<file path="src/assert_macros.svh">
// Assertion macros for the ray-segment intersection RTL.
`ifndef ASSERT_MACROS_SVH
`define ASSERT_MACROS_SVH
`ifndef SYNTHESIS
// Property must hold at every clock edge out of reset.
`define RSI_ASSERT(lbl, prop, msg) \
  lbl: assert property (@(posedge clk) disable iff (!rst_n) (prop)) else $error(msg);
// Condition must never be true at a clock edge out of reset.
`define RSI_NEVER(lbl, cond, msg) \
  lbl: assert property (@(posedge clk) disable iff (!rst_n) !(cond)) else $error(msg);
`else
`define RSI_ASSERT(lbl, prop, msg)
`define RSI_NEVER(lbl, cond, msg)
`endif
`endif

</file>
<file path="src/rsi_pkg.sv">
// Shared constants and types of the ray-segment intersection block.
package rsi_pkg;

  localparam int COORD_WIDTH_DFLT = 32;
  localparam int DIST_W           = 31;
  localparam logic [DIST_W-1:0] DIST_MAX = {DIST_W{1'b1}};
  localparam int MUL_DIG          = 8;
  localparam int FIFO_DEPTH       = 2;
  localparam int REASON_W         = 3;

  typedef enum logic [REASON_W-1:0] {
    RSN_HIT      = 3'd0,
    RSN_PARALLEL = 3'd1,
    RSN_BEHIND   = 3'd2,
    RSN_OUTSIDE  = 3'd3,
    RSN_DEGEN    = 3'd4
  } reason_t;

endpackage

</file>
<file path="src/rsi_fifo.sv">
// Short queue between the front end and the back end.
`include "assert_macros.svh"
module rsi_fifo
  import rsi_pkg::*;
#(
  parameter int WIDTH = 8,
  parameter int DEPTH = FIFO_DEPTH
) (
  input  logic             clk,
  input  logic             rst_n,
  input  logic             push_i,
  input  logic [WIDTH-1:0] data_i,
  input  logic             pop_i,
  output logic             valid_o,
  output logic [WIDTH-1:0] data_o,
  output logic             full_o
);

  localparam int AW = $clog2(DEPTH);
  localparam int CNTW = $clog2(DEPTH + 1);

  logic [WIDTH-1:0] mem_r [DEPTH];
  logic [AW-1:0]    wr_ptr_r, rd_ptr_r;
  logic [CNTW-1:0]  count_r;
  logic             do_pop;

  assign do_pop  = pop_i && (count_r != '0);
  assign valid_o = (count_r != '0);
  assign data_o  = mem_r[rd_ptr_r];
  assign full_o  = (count_r == CNTW'(DEPTH));

  // storage
  always_ff @(posedge clk) begin
    if (push_i) begin
      mem_r[wr_ptr_r] <= data_i;
    end
  end

  // pointers and fill count
  always_ff @(posedge clk) begin
    if (!rst_n) begin
      wr_ptr_r <= '0;
      rd_ptr_r <= '0;
      count_r  <= '0;
    end else begin
      if (push_i) begin
        wr_ptr_r <= (wr_ptr_r == AW'(DEPTH - 1)) ? '0 : wr_ptr_r + 1'b1;
      end
      if (do_pop) begin
        rd_ptr_r <= (rd_ptr_r == AW'(DEPTH - 1)) ? '0 : rd_ptr_r + 1'b1;
      end
      count_r <= count_r + CNTW'(push_i) - CNTW'(do_pop);
    end
  end

  `RSI_NEVER(a_no_overflow, push_i && full_o && !do_pop, "queue overflow")
  `RSI_ASSERT(a_count_range, count_r <= CNTW'(DEPTH), "queue count out of range")
  `RSI_ASSERT(a_push_seen, (push_i && (count_r == '0)) |=> valid_o, "pushed entry lost")

endmodule

</file>
<file path="config.mk">
export PLATFORM = sky130hd
export DESIGN_NAME = rsi_fifo
export DESIGN_NICKNAME = d
export VERILOG_FILES = /design/src/rsi_pkg.sv /design/src/rsi_fifo.sv
export VERILOG_INCLUDE_DIRS = /design/src /design/src/src
export SDC_FILE = /design/constraint.sdc
export NUM_CORES = 1
export LEC_CHECK = 0
export ABC_AREA = 1
export ABC_CLOCK_PERIOD_IN_PS = 1900
export BUFFER_PORTS_ARGS = -buffer_cell sky130_fd_sc_hd__buf_2
export CAP_MARGIN = 40
export CELL_PAD_IN_SITES_DETAIL_PLACEMENT = 1
export CELL_PAD_IN_SITES_GLOBAL_PLACEMENT = 1
export CORE_ASPECT_RATIO = 0.8
export CORE_UTILIZATION = 40
export DETAILED_ROUTE_END_ITERATION = 8
export PLACE_DENSITY = 0.83
export SLEW_MARGIN = 30
export SYNTH_ARGS = -nofsm -noshare
export SYNTH_HDL_FRONTEND = slang
export SYNTH_SLANG_ARGS = --single-unit
export TNS_END_PERCENT = 100
</file>
<file path="constraint.sdc">
create_clock -name clk -period 1.9 [get_ports clk]
set_clock_uncertainty 0.15 [all_clocks]
set_input_delay 0.19 -clock clk [delete_from_list [all_inputs] [get_ports clk]]
set_output_delay 0.19 -clock clk [all_outputs]
set_load 0.02 [all_outputs]
</file>
==> metrics.md, run 1 <==
| Metric | Value |
|---|---|
| Status | complete, no violations |
| CP required | 1.56 ns |
| Crit. End Element | primary output |
| Final setup vio count | 0 |
| Max-slew headroom | 66.1% |
| Top achievable clock speed | 555 MHz |
| Max Root-Sink Buffers | 2 |
| PwrDens | 1090 nW/µm² |
| Iter 0 DRT Violations | 3 |
| Port Buffer Count | 21 |
| XOR/XNOR share of the synthesized area | 0% |
| Syn_nets | 76 |
| Sw power | 397 µW |
| Largest net degree at the start of global routing | 13 |
| Crit Path Category | flop to primary output |
| Final period utilization | 94.8% |
| Sequential fraction of design power | 49.5% |
| Worst-Skew Late Latency | 0.30 ns |
| Peak supply drop | 0.602 mV |
| Final core utilization | 56.8% |
| Hold Vio Cnt, Final | 0 |
| Syn Inst Count | 62 |
| Compound-Gate Fraction of Synth Area | 0.585% |
| Top layer in use | met3 |
| Syn. warnings | 0 |
| Placed cells | 107 |
| H-tree Lvls | 1 |
| WL per Instance | 12.9 µm |
| Yosys reg bits | 21 |
| Cts bufs inserted | 3 |
| Residual DRC | 0 |
| FILL cells | 223 |
| Clock power share | 17.5% |
| Core area | 1940 µm² |
| Final setup margin | 0.0982 ns |
| Final net count | 111 |
| M1 WL | 667 µm |
| # IOs | 22 |
| Area Growth Syn to Fin | 29.1% |
| Drt pass-1 iters | 2 |
| Pleak | 0.500 nW |
| Global-route wire length before repair | 2440 µm |
| CP arrival | 1.46 ns |
| Vias in the first global route | 582 |
| Hpwl dp | 1120 µm |
| Combinational Power Share | 33.0% |
| Worst Path Max Fanout | 8 |
| Initial antenna violation count | 0 |
| Max cap viols | 0 |
| Simple-Gate Fraction of Synth Area | 9.36% |
| Sequential area share after synthesis | 67.8% |
| Final WL | 1540 µm |
| DR vias/cell | 4.57 |
| RePlAce Congestion | 0.732 |
| Wire length on met2 | 852 µm |
| Hold Crit Class | input port to flop |
| Switching part of the total | 33.0% |
| Max-slew violations | 0 |
| CTS tree | built |
| Synth area leader | edfxtp_1 |
| Syn avg cell area | 13.8 µm² |
| Clock root cell | clkbuf_4 |
| Routed via count | 548 |
| Starting density of the core | 44.0% |
| Startpoint types | flop |
| Die ar. | 2330 µm² |
| Clock sink count | 21 |
| Cts repair resizes | 0 |
| Post-synthesis adder-cell area fraction | 2.92% |
| Post-synthesis cell area | 856 µm² |
| Unrepaired setup endpoints after global routing | false |
| P_int | 807 µW |
| Gr usage total | 15.2% |
| Proportion of synthesized area in mux cells | 14.0% |
| Fin crit period | 1.80 ns |
| Worst-Margin Slew | 0.508 ns |
| # rows | 14 |
| Ant diodes | 0 |
| Largest cells by area after synthesis | edfxtp_1, mux2_4, dfxtp_1, inv_1, nor2_1 |
| Setup tns final | 0 ns |
| Die width | 53.7 µm |
| Fraction of layout cells with a size suffix above 1 | 36.5% |
| Distinct cells, synth | 11 |
| Non-Filler Instances | 120 |
| Largest family of logic cells by synthesized area | multiplexers |
| Post-DRT Antenna Nets | 0 |
| Vert. Die Dim | 43.4 µm |
| Met3 routed WL | 23 µm |
| Worst-path clk slew | 0.12 ns |
| Place WS | 0.286 ns |
| Grt total ovfl | 0 |
| Top cell type's share of synthesized area | 56.1% |
-- critical path, cell delays in order (launching register included) --
cell     delay (ns)
dfxtp_1        0.66
mux2_4         0.34
buf_2          0.16
-- flip-flops by register name, summed over array words and instances (netlist names), named ones only --
| signal | count |
|---|---|
| mem_r | 16 |
| count_r | 2 |
| rd_ptr_r | 1 |
| wr_ptr_r | 1 |
-- synth_stat cells --
cell,count
a21oi_1,1
buf_6,1
dfxtp_1,5
edfxtp_1,16
ha_1,2
inv_1,9
mux2_4,8
nand2_1,8
nand3_1,2
nor2_1,9
nor2_2,1
-- stage by stage --
| stage | hold WS, ns | instance area [µm²] | total power, mW |
|---|---|---|---|
| 6_report | 0.0147 | 1100 | 1.20 |
| 3_5_place_dp | 0.232 | 987 | 0.995 |
| 3_3_place_gp | 0.228 | 987 | 0.966 |
| 2_1_floorplan | 0.133 | 856 | 0.886 |
| 5_1_grt | 0.0334 | 1100 | 1.28 |
| 4_1_cts | 0.00708 | 1100 | 1.22 |
-- per-layer routing --
layer | vias up | GRT usage [%]
met5 | - | 0
met4 | 0 | 4.74
met3 | 0 | 2.11
met2 | 8 | 27.7
met1 | 265 | 18.1
li1 | 275 | -
-- layout make-up --
cell class	instances	area, µm²	share of cell area [%]
clock inverter	1	5.00	0.453
clock buffer	3	22.5	2.04
tap	24	30.0	2.72
timing repair buffer	31	203	18.3
multi-input combinational	31	230	20.8
sequential	21	581	52.5
inverter	9	33.8	3.06
-- worst paths after layout --
path                                 start         end  slack [ns]  depth (start not counted)
worst min-delay path                push_i    wr_ptr_r        0.01                          3
worst min register to register    wr_ptr_r    wr_ptr_r        0.38                          2
worst max-delay path                  flop   data_o[4]         0.1                          2
worst max register to register  count_r[0]  count_r[1]        0.28                          9
-- power by group through the flow --
| stage | clock (mW) | combinational [mW] | sequential [mW] |
|---|---|---|---|
| finish | 0.210 | 0.398 | 0.596 |
| global route | 0.239 | 0.436 | 0.606 |
| CTS | 0.221 | 0.404 | 0.600 |
| detailed placement | 0 | 0.386 | 0.609 |
| global placement | 0 | 0.363 | 0.603 |
| floorplan | 0 | 0.311 | 0.575 |
-- cell usage in the layout (no fill, tap or decap), drive strengths merged --
master       count
clkinv           1
dlygate4sd3      9
clkbuf           3
nand2            8
nor2            10
inv              9
dfxtp            5
a21oi            1
mux2             8
edfxtp          16
buf             22
nand3            2
ha               2
-- cell families (layout without fill, tap and decap cells) --
family	Yosys count	in the layout
and+or+nand+nor	20	20
adders and majority gates	2	2
AOI/OAI and AO/OA	1	1
buffers and inverters	10	44
DFF	21	21
muxes	8	8
-- timing repair --
action / 4_1_cts / 5_1_grt
endpoints found under the hold margin: 19 / 0
setup buffers: 0 / 0
hold buffers: 9 / 0
No activity file was read; power rests on OpenSTA's default activity.
==> run 2: changes to the inputs <==
--- a/config.mk
+++ b/config.mk
@@ -8,14 +8,14 @@
 export LEC_CHECK = 0
 export ABC_AREA = 1
 export ABC_CLOCK_PERIOD_IN_PS = 1900
-export BUFFER_PORTS_ARGS = -buffer_cell sky130_fd_sc_hd__buf_2
 export CAP_MARGIN = 40
 export CELL_PAD_IN_SITES_DETAIL_PLACEMENT = 1
 export CELL_PAD_IN_SITES_GLOBAL_PLACEMENT = 1
 export CORE_ASPECT_RATIO = 0.8
-export CORE_UTILIZATION = 40
+export CORE_UTILIZATION = 38
 export DETAILED_ROUTE_END_ITERATION = 8
-export PLACE_DENSITY = 0.83
+export DONT_BUFFER_PORTS = 1
+export PLACE_DENSITY = 0.69
 export SLEW_MARGIN = 30
 export SYNTH_ARGS = -nofsm -noshare
 export SYNTH_HDL_FRONTEND = slang
==> metrics.md, run 2 (synthesized netlist as in run 1, its figures left out) <==
| Metric | Value |
|---|---|
| Cts repair resizes | 0 (unchanged) |
| Gr usage total | 14.2% (was 15.2%) |
| Port Buffer Count | 0 (was 21) |
| Met3 routed WL | 113 µm (was 23 µm) |
| Max Root-Sink Buffers | 2 (unchanged) |
| Setup Buffers After CTS | 0 (unchanged) |
| # rows | 14 (unchanged) |
| CP arrival | 1.34 ns (was 1.46 ns) |
| CP Buf/Inv Count | 0 (was 1) |
| RePlAce Congestion | 0.678 (was 0.732) |
| Crit Path Category | flop to primary output (unchanged) |
| Worst-Skew Late Latency | 0.29 ns (was 0.30 ns) |
| Peak supply drop | 0.548 mV (was 0.602 mV) |
| CP required | 1.56 ns (about the same) |
| Hold Crit Class | input port to flop (unchanged) |
| Final WL | 1460 µm (was 1540 µm) |
| Core area | 2000 µm² (was 1940 µm²) |
| Max-slew violations | 0 (unchanged) |
| CTS tree | built (unchanged) |
| Commonest non-fill, non-tap cells in the layout | edfxtp_1, dlygate4sd3_1, inv_1, nor2_1 (was buf_2, edfxtp_1, inv_1, nor2_1, dlygate4sd3_1) |
| Hold-fix buffers at CTS | 11 (was 9) |
| WL per Instance | 14.4 µm (was 12.9 µm) |
| Non-Filler Instances | 101 (was 120) |
| Worst Path Max Fanout | 8 (unchanged) |
| Hold Vio Cnt, Final | 0 (unchanged) |
| Wire length on met2 | 782 µm (was 852 µm) |
| Max cap viols | 0 (unchanged) |
| Pwr Total | 1.15 mW (was 1.20 mW) |
| Clock root cell | clkbuf_4 (unchanged) |
| Vert. Die Dim | 44.4 µm (was 43.4 µm) |
| Post-DRT Antenna Nets | 0 (unchanged) |
| Worst-path clk slew | 0.11 ns (was 0.12 ns) |
| DR vias/cell | 4.77 (was 4.57) |
| Placed cells | 86 (was 107) |
| CP delay by family, top | flip-flops (unchanged) |
| Fraction of layout cells with a size suffix above 1 | 18.2% (was 36.5%) |
| Final setup margin | 0.217 ns (was 0.0982 ns) |
| Max-slew headroom | 66.4% (was 66.1%) |
| Die ar. | 2450 µm² (was 2330 µm²) |
| Hpwl dp | 1110 µm (was 1120 µm) |
| Starting density of the core | 42.9% (was 44.0%) |
| Fin crit period | 1.68 ns (was 1.80 ns) |
| Die width | 55.1 µm (was 53.7 µm) |
| Ant diodes | 0 (unchanged) |
| Startpoint types | flop (unchanged) |
| M1 WL | 546 µm (was 667 µm) |
| CP cell instances | mux2_4 (was mux2_4 -> buf_2) |
| CP max-delay cell | dfxtp_1 (unchanged) |
| # IOs | 22 (unchanged) |
| Area Growth Syn to Fin | 19.2% (was 29.1%) |
| Iter 0 DRT Violations | 7 (was 3) |
| Top layer in use | met4 (was met3) |
| H-tree Lvls | 1 (unchanged) |
| Routed via count | 482 (was 548) |
| Max reg flops | 16 (unchanged) |
| Largest net degree at the start of global routing | 13 (unchanged) |
| Unrepaired setup endpoints after global routing | false (unchanged) |
| Largest reg by FF count | mem_r (unchanged) |
| Global-route wire length before repair | 2210 µm (was 2440 µm) |
| Final setup vio count | 0 (unchanged) |
| Biggest regs | mem_r x16, count_r x2 (unchanged) |
| Vias in the first global route | 494 (was 582) |
| Status | complete, no violations (unchanged) |
| PwrDens | 1130 nW/µm² (was 1090 nW/µm²) |
| Worst-Margin Slew | 0.503 ns (was 0.508 ns) |
| Cts bufs inserted | 3 (unchanged) |
| Grt total ovfl | 0 (unchanged) |
| Drt pass-1 iters | 2 (unchanged) |
| Final period utilization | 88.6% (was 94.8%) |
| Place WS | 0.308 ns (was 0.286 ns) |
| Setup tns final | 0 ns (unchanged) |
| Residual DRC | 0 (unchanged) |
| Top achievable clock speed | 594 MHz (was 555 MHz) |
| Pleak | 0.424 nW (was 0.500 nW) |
| Clock sink count | 21 (unchanged) |
| Final net count | 92 (was 111) |
| Crit. End Element | primary output (unchanged) |
| CP peak stage delay | 0.65 ns (was 0.66 ns) |
| Commonest non-fill, non-tap cell in the layout | edfxtp_1 (was buf_2) |
| Initial antenna violation count | 0 (unchanged) |
-- run 2: changes by cell type in the layout (fill, tap and decap cells not counted) --
cell           change
buf_2             -21
dlygate4sd3_1      +2
-- run 2: worst paths after layout --
kind / start / endpoint / slack (ns) / cells past startpoint
worst max-delay path: flop / data_o[2] / 0.22 / 1
worst min-delay path: pop_i / rd_ptr_r / 0.06 / 4
worst max register to register: count_r[0] / count_r[1] / 0.30 / 9
worst min register to register: wr_ptr_r / wr_ptr_r / 0.36 / 2
-- run 2: where the power goes --
part           total (mW)  switching [mW]  internal [mW]
sequential          0.597          0.0507          0.547
clock               0.207           0.128         0.0785
combinational       0.344           0.202          0.142
total                1.15           0.381          0.767
-- run 2: final cells by class --
| cell class | count | area [µm²] |
|---|---|---|
| well taps | 24 | 30.0 |
| inverters | 9 | 33.8 |
| fillers | 217 | 977 |
| repair buffers | 12 | 118 |
| clock buffers | 3 | 22.5 |
| multi-input cells | 31 | 230 |
| clock inverters | 1 | 5.00 |
| flip-flops and latches | 21 | 581 |
-- run 2: tightest hold or removal path: stages --
cell and delay, ns:
inv_1 0.05, nor2_2 0.05, nor2_1 0.13, nor2_1 0.06
-- run 2: metal layers --
| layer | track usage (%) | vias up |
|---|---|---|
| li1 | - | 238 |
| met2 | 24.8 | 15 |
| met4 | 4.50 | 0 |
| met5 | 0 | - |
| met3 | 7.90 | 2 |
| met1 | 14.3 | 227 |
-- run 2: stage by stage --
step | cell area [µm²] | hold slack, ns | utilization [%]
after floorplan | 856 | 0.133 | -
after global placement | 882 | 0.138 | 44.2
after detailed placement | 882 | 0.139 | 44.2
after CTS | 1020 | 0.0520 | 51.1
after global routing | 1020 | 0.0754 | 51.1
final | 1020 | 0.0622 | 51.1
